**src/rtl/assert_macros.svh**
```systemverilog
// Assertion macros shared by the debouncer modules.
`ifndef ASSERT_MACROS_SVH
`define ASSERT_MACROS_SVH

// A condition that must hold at every clock edge outside reset.
`define PSD_ASSERT_ALWAYS(label, clk, rst, cond, msg) \
  label: assert property (@(posedge clk) disable iff (rst) (cond)) else $error(msg);

// A condition that, once seen, must be followed by another on the next edge.
`define PSD_ASSERT_NEXT(label, clk, rst, ante, cons, msg) \
  label: assert property (@(posedge clk) disable iff (rst) (ante) |=> (cons)) \
    else $error(msg);

`endif

```
**src/rtl/psd_pkg.sv**
```systemverilog
// Types and constants shared by the port switch debouncer modules.
package psd_pkg;

  // Fixed port width of the sampled port.
  localparam int PORT_WIDTH = 8;

  // Configuration port geometry.
  localparam int CFG_INDEX_W = 3;
  localparam int CFG_DATA_W  = 16;

  // Register indexes.
  localparam logic [CFG_INDEX_W-1:0] REG_BOUNCE_DELAY = 3'd0;
  localparam logic [CFG_INDEX_W-1:0] REG_PORT_NUMBER  = 3'd1;
  localparam logic [CFG_INDEX_W-1:0] REG_INVERT_MASK  = 3'd2;
  localparam logic [CFG_INDEX_W-1:0] REG_FAST_MASK    = 3'd3;
  localparam logic [CFG_INDEX_W-1:0] REG_SKIP_RISE    = 3'd4;
  localparam logic [CFG_INDEX_W-1:0] REG_SKIP_FALL    = 3'd5;

  // Reset value of the bounce delay in milliseconds.
  localparam logic [CFG_DATA_W-1:0] BOUNCE_DELAY_RESET = 16'd50;

  // What one lane found for the item being transferred.
  typedef struct packed {
    logic hit;      // a reported debounced edge
    logic level;    // reported level, only set together with hit
    logic stable;   // stable raw level after this update
  } psd_lane_res_t;

endpackage

```
**src/rtl/psd_lane.sv**
```systemverilog
// One pin lane: stable and transient level, change time and edge decision.
`include "assert_macros.svh"

module psd_lane
  import psd_pkg::*;
#(
  parameter int TIME_BITS = 32
) (
  input  logic                  clk,
  input  logic                  rst,
  input  logic                  update,
  input  logic                  sample_bit,
  input  logic [TIME_BITS-1:0]  now,
  input  logic [CFG_DATA_W-1:0] bounce_delay,
  input  logic                  invert,
  input  logic                  fast,
  input  logic                  skip_rise,
  input  logic                  skip_fall,
  output psd_lane_res_t         res
);

  logic                 stable;
  logic                 transient;
  logic [TIME_BITS-1:0] change_time;

  logic                 changed;
  logic                 settled;
  logic [TIME_BITS-1:0] elapsed;
  logic                 accept;
  logic                 rep;

  // A non-fast pin restarts its timer on a fresh change, which can never
  // pass the delay check, so only an unchanged transient (or fast mode) may settle.
  always_comb begin
    changed = (sample_bit != transient);
    elapsed = now - change_time;
    settled = (elapsed > TIME_BITS'(bounce_delay));
    accept  = (sample_bit != stable) && (fast || !changed) && settled;
    rep     = sample_bit ^ invert;
    res.hit    = accept && (rep ? !skip_rise : !skip_fall);
    res.level  = accept && rep && !skip_rise;
    res.stable = accept ? sample_bit : stable;
  end

  // Lane state follows the sample on every transfer.
  always_ff @(posedge clk) begin
    if (rst) begin
      stable      <= 1'b0;
      transient   <= 1'b0;
      change_time <= '0;
    end else if (update) begin
      stable    <= res.stable;
      transient <= sample_bit;
      if (changed) begin
        change_time <= now;
      end
    end
  end

  `PSD_ASSERT_NEXT(a_transient_tracks, clk, rst, update, transient == $past(sample_bit), "transient level does not follow the sample")
  `PSD_ASSERT_NEXT(a_hit_moves_stable, clk, rst, update && res.hit, stable != $past(stable), "edge reported without a stable level change")
  `PSD_ASSERT_ALWAYS(a_level_needs_hit, clk, rst, !res.level || res.hit, "level without an edge")

endmodule

```
**src/rtl/psd_merge.sv**
```systemverilog
// Merges the lane results into one result word held in the output register.
module psd_merge
  import psd_pkg::*;
#(
  parameter int PIN_COUNT = 8
) (
  input  logic                  clk,
  input  logic                  rst,
  input  logic                  in_valid,
  output logic                  in_ready,
  input  psd_lane_res_t         lane_res [PIN_COUNT],
  input  logic [PORT_WIDTH-1:0] port_number,
  output logic                  out_valid,
  input  logic                  out_ready,
  output logic [PORT_WIDTH-1:0] event_mask,
  output logic [PORT_WIDTH-1:0] level_mask,
  output logic [PORT_WIDTH-1:0] port_id,
  output logic                  any_high
);

  logic [PORT_WIDTH-1:0] hits;
  logic [PORT_WIDTH-1:0] levels;
  logic [PORT_WIDTH-1:0] stables;
  logic                  take;

  // Gather the lane bits; pins without a lane stay low.
  for (genvar g = 0; g < PORT_WIDTH; g++) begin : g_pin
    if (g < PIN_COUNT) begin : g_used
      assign hits[g]    = lane_res[g].hit;
      assign levels[g]  = lane_res[g].level;
      assign stables[g] = lane_res[g].stable;
    end else begin : g_unused
      assign hits[g]    = 1'b0;
      assign levels[g]  = 1'b0;
      assign stables[g] = 1'b0;
    end
  end

  // The output register frees up as soon as its result is taken.
  assign in_ready = !out_valid || out_ready;
  assign take     = in_valid && in_ready;

  always_ff @(posedge clk) begin
    if (rst) begin
      out_valid <= 1'b0;
    end else if (in_ready) begin
      out_valid <= in_valid;
    end
  end

  // Result payload is loaded on each input transfer.
  always_ff @(posedge clk) begin
    if (take) begin
      event_mask <= hits;
      level_mask <= levels;
      port_id    <= port_number;
      any_high   <= |stables;
    end
  end

endmodule

```
**src/rtl/port_switch_debouncer.sv**
```systemverilog
// A result appears in the output register in the cycle after its input transfer.
// Throughput: one item per cycle; each pin lane decides combinationally with one
// time subtract and compare against the bounce delay.
// The input side stalls only while a finished result waits on the output side.
// Synchronous reset clears lane levels, change times and output valid, and
// loads the register defaults (bounce delay 50 ms, all masks and port number zero).
`include "assert_macros.svh"

module port_switch_debouncer
  import psd_pkg::*;
#(
  parameter int PIN_COUNT = 8,
  parameter int TIME_BITS = 32
) (
  input  logic                   clk,
  input  logic                   rst,
  input  logic                   cfg_write,
  input  logic [CFG_INDEX_W-1:0] cfg_addr,
  input  logic [CFG_DATA_W-1:0]  cfg_data,
  input  logic                   in_valid,
  output logic                   in_ready,
  input  logic [PORT_WIDTH-1:0]  sample,
  input  logic [31:0]            now_ms,
  output logic                   out_valid,
  input  logic                   out_ready,
  output logic [PORT_WIDTH-1:0]  event_mask,
  output logic [PORT_WIDTH-1:0]  level_mask,
  output logic [PORT_WIDTH-1:0]  port_id,
  output logic                   any_high
);

  logic [CFG_DATA_W-1:0] bounce_delay;
  logic [PORT_WIDTH-1:0] port_number;
  logic [PORT_WIDTH-1:0] invert_mask;
  logic [PORT_WIDTH-1:0] fast_mask;
  logic [PORT_WIDTH-1:0] skip_rise_mask;
  logic [PORT_WIDTH-1:0] skip_fall_mask;

  logic                  update;
  logic [TIME_BITS-1:0]  now;
  psd_lane_res_t         lane_res [PIN_COUNT];

  // Configuration registers; unknown indexes are ignored.
  always_ff @(posedge clk) begin
    if (rst) begin
      bounce_delay   <= BOUNCE_DELAY_RESET;
      port_number    <= '0;
      invert_mask    <= '0;
      fast_mask      <= '0;
      skip_rise_mask <= '0;
      skip_fall_mask <= '0;
    end else if (cfg_write) begin
      case (cfg_addr)
        REG_BOUNCE_DELAY: bounce_delay   <= cfg_data;
        REG_PORT_NUMBER:  port_number    <= cfg_data[PORT_WIDTH-1:0];
        REG_INVERT_MASK:  invert_mask    <= cfg_data[PORT_WIDTH-1:0];
        REG_FAST_MASK:    fast_mask      <= cfg_data[PORT_WIDTH-1:0];
        REG_SKIP_RISE:    skip_rise_mask <= cfg_data[PORT_WIDTH-1:0];
        REG_SKIP_FALL:    skip_fall_mask <= cfg_data[PORT_WIDTH-1:0];
        default: ;
      endcase
    end
  end

  // The timestamp is taken modulo the configured time width.
  assign now    = TIME_BITS'(now_ms);
  assign update = in_valid && in_ready;

  // One lane per pin.
  for (genvar g = 0; g < PIN_COUNT; g++) begin : g_lane
    psd_lane #(
      .TIME_BITS(TIME_BITS)
    ) u_lane (
      .clk          (clk),
      .rst          (rst),
      .update       (update),
      .sample_bit   (sample[g]),
      .now          (now),
      .bounce_delay (bounce_delay),
      .invert       (invert_mask[g]),
      .fast         (fast_mask[g]),
      .skip_rise    (skip_rise_mask[g]),
      .skip_fall    (skip_fall_mask[g]),
      .res          (lane_res[g])
    );
  end

  // Combine the lanes and hold the result until it is transferred.
  psd_merge #(
    .PIN_COUNT(PIN_COUNT)
  ) u_merge (
    .clk         (clk),
    .rst         (rst),
    .in_valid    (in_valid),
    .in_ready    (in_ready),
    .lane_res    (lane_res),
    .port_number (port_number),
    .out_valid   (out_valid),
    .out_ready   (out_ready),
    .event_mask  (event_mask),
    .level_mask  (level_mask),
    .port_id     (port_id),
    .any_high    (any_high)
  );

  `PSD_ASSERT_NEXT(a_in_gives_out, clk, rst, update, out_valid, "input transfer produced no result")
  `PSD_ASSERT_ALWAYS(a_level_in_event, clk, rst, !out_valid || ((level_mask & ~event_mask) == '0), "level reported for a pin without an event")
  `PSD_ASSERT_NEXT(a_out_held, clk, rst, out_valid && !out_ready, out_valid, "waiting result dropped")

endmodule

```
**config.mk**
```make
export PLATFORM = sky130hd
export DESIGN_NAME = port_switch_debouncer
export DESIGN_NICKNAME = d
export VERILOG_FILES = /design/src/rtl/psd_pkg.sv /design/src/rtl/psd_lane.sv /design/src/rtl/psd_merge.sv /design/src/rtl/port_switch_debouncer.sv
export VERILOG_INCLUDE_DIRS = /design/src /design/src/rtl
export SDC_FILE = /design/constraint.sdc
export NUM_CORES = 1
export LEC_CHECK = 0
export ABC_AREA = 1
export ABC_CLOCK_PERIOD_IN_PS = 3800
export BUFFER_PORTS_ARGS = -buffer_cell sky130_fd_sc_hd__buf_2
export CAP_MARGIN = 20
export CELL_PAD_IN_SITES_DETAIL_PLACEMENT = 1
export CELL_PAD_IN_SITES_GLOBAL_PLACEMENT = 1
export CORE_MARGIN = 3
export CORE_UTILIZATION = 41
export DETAILED_ROUTE_END_ITERATION = 8
export PLACE_DENSITY_LB_ADDON = 0.1
export SLEW_MARGIN = 15
export SYNTH_ARGS = -nofsm -noshare
export SYNTH_HDL_FRONTEND = slang
export SYNTH_SLANG_ARGS = --single-unit
```
**constraint.sdc**
```tcl
create_clock -name clk -period 3.8 [get_ports clk]
set_clock_uncertainty 0.2 [all_clocks]
set_input_delay 0.19 -clock clk [delete_from_list [all_inputs] [get_ports clk]]
set_output_delay 0.19 -clock clk [all_outputs]
set_load 0.02 [all_outputs]
```
### Word-level counts from Yosys, hierarchy flattened

Index checks and enable logic that the tools add are counted.

| word-level totals | value |
|---|---|
| output and inout bits | 27 |
| register bits | 354 |

| cells by class | value |
|---|---|
| equal/unequal tests | 21 |
| add/subtract/negate cells | 8 |
| bitwise gates (word level) | 8 |
| multiplexer cells | 16 |
| $lt $le $gt $ge | 8 |
| reduce and logical (&&, ||, !) cells | 91 |

Operators with widths:

| operator | count |
|---|---|
| $gt A32 B16 Y1 | 8 |
| $sub A32 B32 Y32 | 8 |
| $logic_and A1 B1 Y1 | 41 |
| $reduce_and A2 Y1 | 14 |
| $logic_not A1 Y1 | 25 |
| $mux W1 | 16 |
| $ne A1 B1 Y1 | 16 |
| $logic_or A1 B1 Y1 | 9 |
| $reduce_or A8 Y1 | 1 |
| $xor A1 B1 Y1 | 8 |
| $eq A3 B2 Y1 const B | 2 |
| $eq A3 B3 Y1 const B | 2 |
| $eq A3 B1 Y1 const B | 1 |
| $logic_not A3 Y1 | 1 |

### Logic depth before layout (Yosys ltp)

| depth | value |
|---|---|
| depth in word-level cells | 7 |
| depth in mapped cells | 32 |
| gate-level depth less buffers | 32 |

### By module

From an unflattened synthesis, not the netlist that was laid out.

| second synthesis, totals | value |
|---|---|
| cells, all modules | 6604 |
| area total of the unflattened synthesis | 37867.6 sq um |

Modules (own cells, without submodules):

| module | cells an instance | times used | area an instance (sq um) |
|---|---|---|---|
| psd_lane (g_lane[0].u_lane ...) | 779 | 5 | 4334.2 |
| psd_lane (g_lane[7].u_lane) | 778 | 1 | 4375.4 |
| psd_lane (g_lane[2].u_lane) | 777 | 1 | 4344.2 |
| psd_lane (g_lane[1].u_lane) | 774 | 1 | 4334.2 |
| port_switch_debouncer | 334 | 1 | 2288.4 |
| psd_merge | 46 | 1 | 854.6 |

### Worst setup path before layout

No wires, ideal clock.

| timing | value |
|---|---|
| kind | input port to flip-flop |
| start point | input now_ms[0] |
| end point | register u_merge.any_high (data pin) |
| stages | 29 |
| library setup time | 0.254 ns |
| slack | 0.068 ns |
| data arrival time | 3.277 ns |
| path buffers | 0 |
| data required time | 3.346 ns |
| path through | clkinv_1 -> ha_1 -> fa_1 -> nor2_1 -> o21ai_1 -> nand2_1 -> nand2_1 -> nand2_1 -> xor2_1 -> ha_1 -> nand2_1 -> nor2_1 -> nand2_1 -> nor2_1 -> nand3_1 -> nor2_1 -> nor2_1 -> nor2_1 -> nand2_1 -> nor2_1 -> nand2_1 -> nor2_1 -> nand2_1 -> nand2_2 -> nand2_1 -> nand2_1 -> nand2_1 -> nor2_1 -> nand2_1 |

| between the ends | value |
|---|---|
| cells in the longest elaborated chain, start to end | 5 |
| elaborated cells between the ends (all ways) | 33 |
| classes of those cells | add/sub (8); order compare (8); mux (8); reduce/logical (9) |

Ends and longest elaborated chain:

| item | line | source |
|---|---|---|
| start, declared | port_switch_debouncer.sv:23 | `input logic [31:0] now_ms,` |
| $sub A32 B32 Y32 | psd_lane.sv:36 | `elapsed = now - change_time;` |
| $gt A32 B16 Y1 | psd_lane.sv:37 | `settled = (elapsed > TIME_BITS'(bounce_delay));` |
| $logic_and A1 B1 Y1 | psd_lane.sv:38 | `accept = (sample_bit != stable) && (fast \|\| !changed) && settled;` |
| $mux W1 | psd_lane.sv:42 | `res.stable = accept ? sample_bit : stable;` |
| $reduce_or A8 Y1 * | psd_merge.sv:57 | `any_high <= \|stables;` |
| end signal, assigned | psd_merge.sv:57 |  |
| end, declared | psd_merge.sv:18 | `output logic any_high` |

Every way passes the cells marked *; elsewhere a longest branch is shown, timed or not.
A chain may end at the register's enable or synchronous reset.

### Worst setup path after layout

| timing | value |
|---|---|
| start point | register g_lane[0].u_lane.change_time[2] |
| end point | register u_merge.any_high (data pin) |

| between the ends | value |
|---|---|
| cells in the longest elaborated chain, start to end | 5 |

Ends and longest elaborated chain:

| item | line | source |
|---|---|---|
| start, declared | psd_lane.sv:24 | `logic [TIME_BITS-1:0] change_time;` |
| start signal, assigned | psd_lane.sv:55 | `change_time <= now;` |
| $sub A32 B32 Y32 | psd_lane.sv:36 |  |
| $gt A32 B16 Y1 | psd_lane.sv:37 |  |
| $logic_and A1 B1 Y1 | psd_lane.sv:38 |  |
| $mux W1 | psd_lane.sv:42 |  |
| $reduce_or A8 Y1 | psd_merge.sv:57 |  |

Every way passes these cells.

==> results.py <==
metrics = {
    "setup_path": {
        "cp_data_arrival_time_ps": 4540,
        "path_class": "flop to flop",
        "cp_max_fo": 5,
        "worst-path-buf-inv": 2,
        "end_kind": "flop",
        "crit_required_ps": 3990,
        "crit_cells": 23,
        "crit_top_cell": "nand2_1",
        "critPathTopFamily": "simple AND/OR/NAND/NOR gates",
        "setup.worst_path.start_class": "flop",
        "reg2reg_depth": 23,
        "cp_cell_sequence": "inv_2 > ha_4 > nand2_1 > nand3_2 > buf_4 > xor2_1 > ha_1 > a21oi_1 > o21ai_0 > nand2_1 > nand3_1 > nand2_1 > nand3_1 > nor2_1 > nand2_1 > nor2_1 > nand2_2 > nand2_4 > nand2_2 > nand2_2 > nand2_2 > nor2_2 > nand2_1",
        "slowest_delay_ps": 470,
        "critPathSlowestCell": "a21oi_1",
    },
    "power": {
        "p_seq_frac": 0.222,
        "power_mw": 19.0,
        "max-vdd-ir-drop_mv": 0.387,
        "p_int_mw": 10.7,
        "p_switching_mw": 8.27,
        "pwr-share-comb": 0.524,
        "power_density_mw_per_mm2": 392,
        "p_leak_nw": 26.0,
        "p_clk_frac": 0.254,
        "switching_share": 0.435,
    },
    "job": {
        "maxCapViolations": 0,
    },
    "global_routing": {
        "grt_pass1_wl_mm": 242,
        "grt-ovfl-total": 0,
        "grt_max_degree": 127,
        "grt_pass1_vias": 43500,
        "antenna_found_initial": 8,
        "grtUsageTotal": 0.340,
    },
    "routing": {
        "ant_nets": 0,
        "wl_mm": 179,
        "drt-initial-drc-count": 2885,
        "wl_per_cell_um": 21.8,
        "num_vias": 44400,
        "drc": 0,
        "drtPass1Iterations": 5,
        "vias_per_cell": 5.41,
    },
    "timing": {
        "finalSetupViolCount": 18,
        "rsz0062_at_grt": "yes",
        "tightest_slew_ps": 936,
        "setup_slack_ps": -553,
        "slew_violations": 0,
        "max-slew-margin-rel": 0.374,
        "period_needed_ps": 4350,
        "finalCritPeriodShare": 1.15,
        "max_freq_mhz": 230,
        "hold_viol": 0,
    },
    "synthesis": {
        "async_flop_share": 0,
        "yosysWarnings": 0,
        "synth_area_mm2": 0.0356,
        "synthesis.nets": 6629,
        "synth_edf_count": 25,
        "avgSynthCellArea_um2": 5.76,
        "ys_ff_latch": 354,
        "ys_seq_area_frac": 0.206,
        "synth_cell_types": 39,
        "postSynthCellCount": 6181,
        "synth-main-ff-cell": "dfxtp_1",
    },
    "worst_hold_path": {
        "hold_depth": 4,
        "hold_class": "primary input to flop",
    },
    "floorplan": {
        "rows": 107,
        "core_mm2": 0.0857,
        "die_area_mm2": 0.0905,
        "start_util": 0.416,
        "ios": 91,
        "die_h_um": 301,
        "fp.dieW_um": 301,
    },
    "placement": {
        "io_buffers": 90,
        "place_congestion": 0.928,
        "post-dp-hpwl_mm": 118,
        "place_area_mm2": 0.0423,
    },
    "clock_tree": {
        "cts_num_sinks": 354,
        "cts_tree": "done",
        "root_buffer": "clkbuf_16",
        "cts.htree.levels": 2,
        "cts_buffers": 47,
        "cts.clk_slew.worst_paths_ps": 60,
        "insertion_delay_ps": 640,
        "clock_path_buffers": 3,
    },
    "final_layout": {
        "nNetsFinal": 7467,
        "layout_commonest_cell": "nand2_1",
        "drive_above_1_share": 0.232,
        "final_util": 0.565,
        "syn_to_final_growth_pct": 35.9,
        "fillCellCount": 11700,
        "fin_area_mm2": 0.0484,
        "mostFrequentLayoutCells": "1,827 x nand2_1, 1,177 x inv_1, 664 x buf_4",
    },
    "status": {
        "status": "finished with violations",
        "violations": "setup timing",
    },
}
## layout make-up
class | count | area [um2] | share of cell area
Clock inverter | 23 | 264 | 0.00545
Tap cell | 1144 | 1430 | 0.0295
Antenna cell | 4 | 10.0 | 0.000207
Inverter | 1296 | 4880 | 0.101
Clock buffer | 65 | 1370 | 0.0282
Timing Repair Buffer | 881 | 7040 | 0.145
Sequential cell | 354 | 7390 | 0.152
Multi-Input combinational cell | 4439 | 26100 | 0.538
## final timing paths
check | from | endpoint | slack, ps
max | g_lane[0].u_lane.change_time[2] | u_merge.any_high | -550
max reg2reg | g_lane[0].u_lane.change_time[2] | u_merge.any_high | -550
min reg2reg | port_number[0] | u_merge.port_id[0] | 230
min | now_ms[1] | g_lane[1].u_lane.change_time[1] | 30
## cell families after synthesis
kind of cell,after synthesis,share of synthesized area
compound gates,886,0.127
buf+inv,1388,0.146
simple gates,3032,0.350
flops,354,0.206
xor+xnor,137,0.0337
fa+ha+maj,384,0.137
## tightest hold or removal path: cells and delay by family
kind	cells	cell delay (ps)
buf+inv	2	360
compound gates	2	260
## repair_timing
item | 4_1_cts | 5_1_grt
pin swaps | 62 | 237
setup endpoints to repair | 15 | 25
resized for setup | 183 | 529
hold endpoints to repair | 242 | 0
buffers inserted | 29 | 48
hold buffers | 83 | 0
## flip-flops by register name, indices dropped and copies added (netlist names)
register	cells
u_merge.event_mask	8
g_lane.u_lane.transient	8
u_merge.port_id	8
skip_rise_mask	8
g_lane.u_lane.stable	8
u_merge.level_mask	8
u_merge.out_valid	1
bounce_delay	16
port_number	8
u_merge.any_high	1
fast_mask	8
invert_mask	8
skip_fall_mask	8
g_lane.u_lane.change_time	256
## cell usage after synthesis, types with 3 or more instances
cell / instances / area, um2
xor2_1: 120 / 1050
fa_1: 8 / 160
nor2_1: 489 / 1840
nand2_2: 75 / 469
nand3_2: 5 / 50.1
inv_2: 30 / 113
a21oi_1: 495 / 2480
o21a_1: 6 / 45.0
nand3_1: 258 / 1290
o211ai_1: 3 / 22.5
o21ai_0: 343 / 1720
clkbuf_1: 90 / 338
o21bai_1: 21 / 158
nand2_1: 2019 / 7580
nand4_1: 44 / 275
nand3b_1: 16 / 120
a21boi_0: 3 / 22.5
edfxtp_1: 25 / 751
and2_1: 23 / 144
or2_1: 3 / 18.8
and3_1: 8 / 50.1
ha_1: 376 / 4700
dfxtp_1: 329 / 6590
a21o_1: 9 / 67.6
inv_1: 1263 / 4740
xnor2_1: 17 / 149
nor3_2: 18 / 180
nor3_1: 32 / 160
nor2_2: 31 / 194
o21ai_1: 4 / 20.0
clkinv_1: 3 / 11.3
## power by group through the flow
stage / registers, mW / clock network (mW) / logic, mW
after detailed placement: 4.25 / 0 / 8.04
after global placement: 4.24 / 0 / 7.77
after floorplan: 4.25 / 0 / 4.85
final: 4.21 / 4.83 / 9.96
after CTS: 4.18 / 4.85 / 8.50
after global routing: 4.24 / 5.02 / 10.8
## stage by stage
| step | TNS [ps] | worst slack, ps | hold WS [ps] | cells |
|---|---|---|---|---|
| finish | -3770 | -553 | 28.4 | 8206 |
| global route | -6380 | -581 | 30.3 | 8203 |
| CTS | 0 | 1.12 | 5.21 | 8157 |
| detailed placement | -7010 | -632 | 216 | 7957 |
| global placement | -4960 | -601 | 207 | 7957 |
| floorplan | 0 | 68.4 | 120 | 6181 |
## layer usage
metal,up-vias,global-route usage,part of all wire
li1,20700,-,-
met5,-,0,0.00015
met2,1593,0.585,0.46
met3,702,0.0419,0.065
met1,21300,0.423,0.40
met4,4,0.156,0.076
Note: power is estimated with default switching activity, not from simulation.
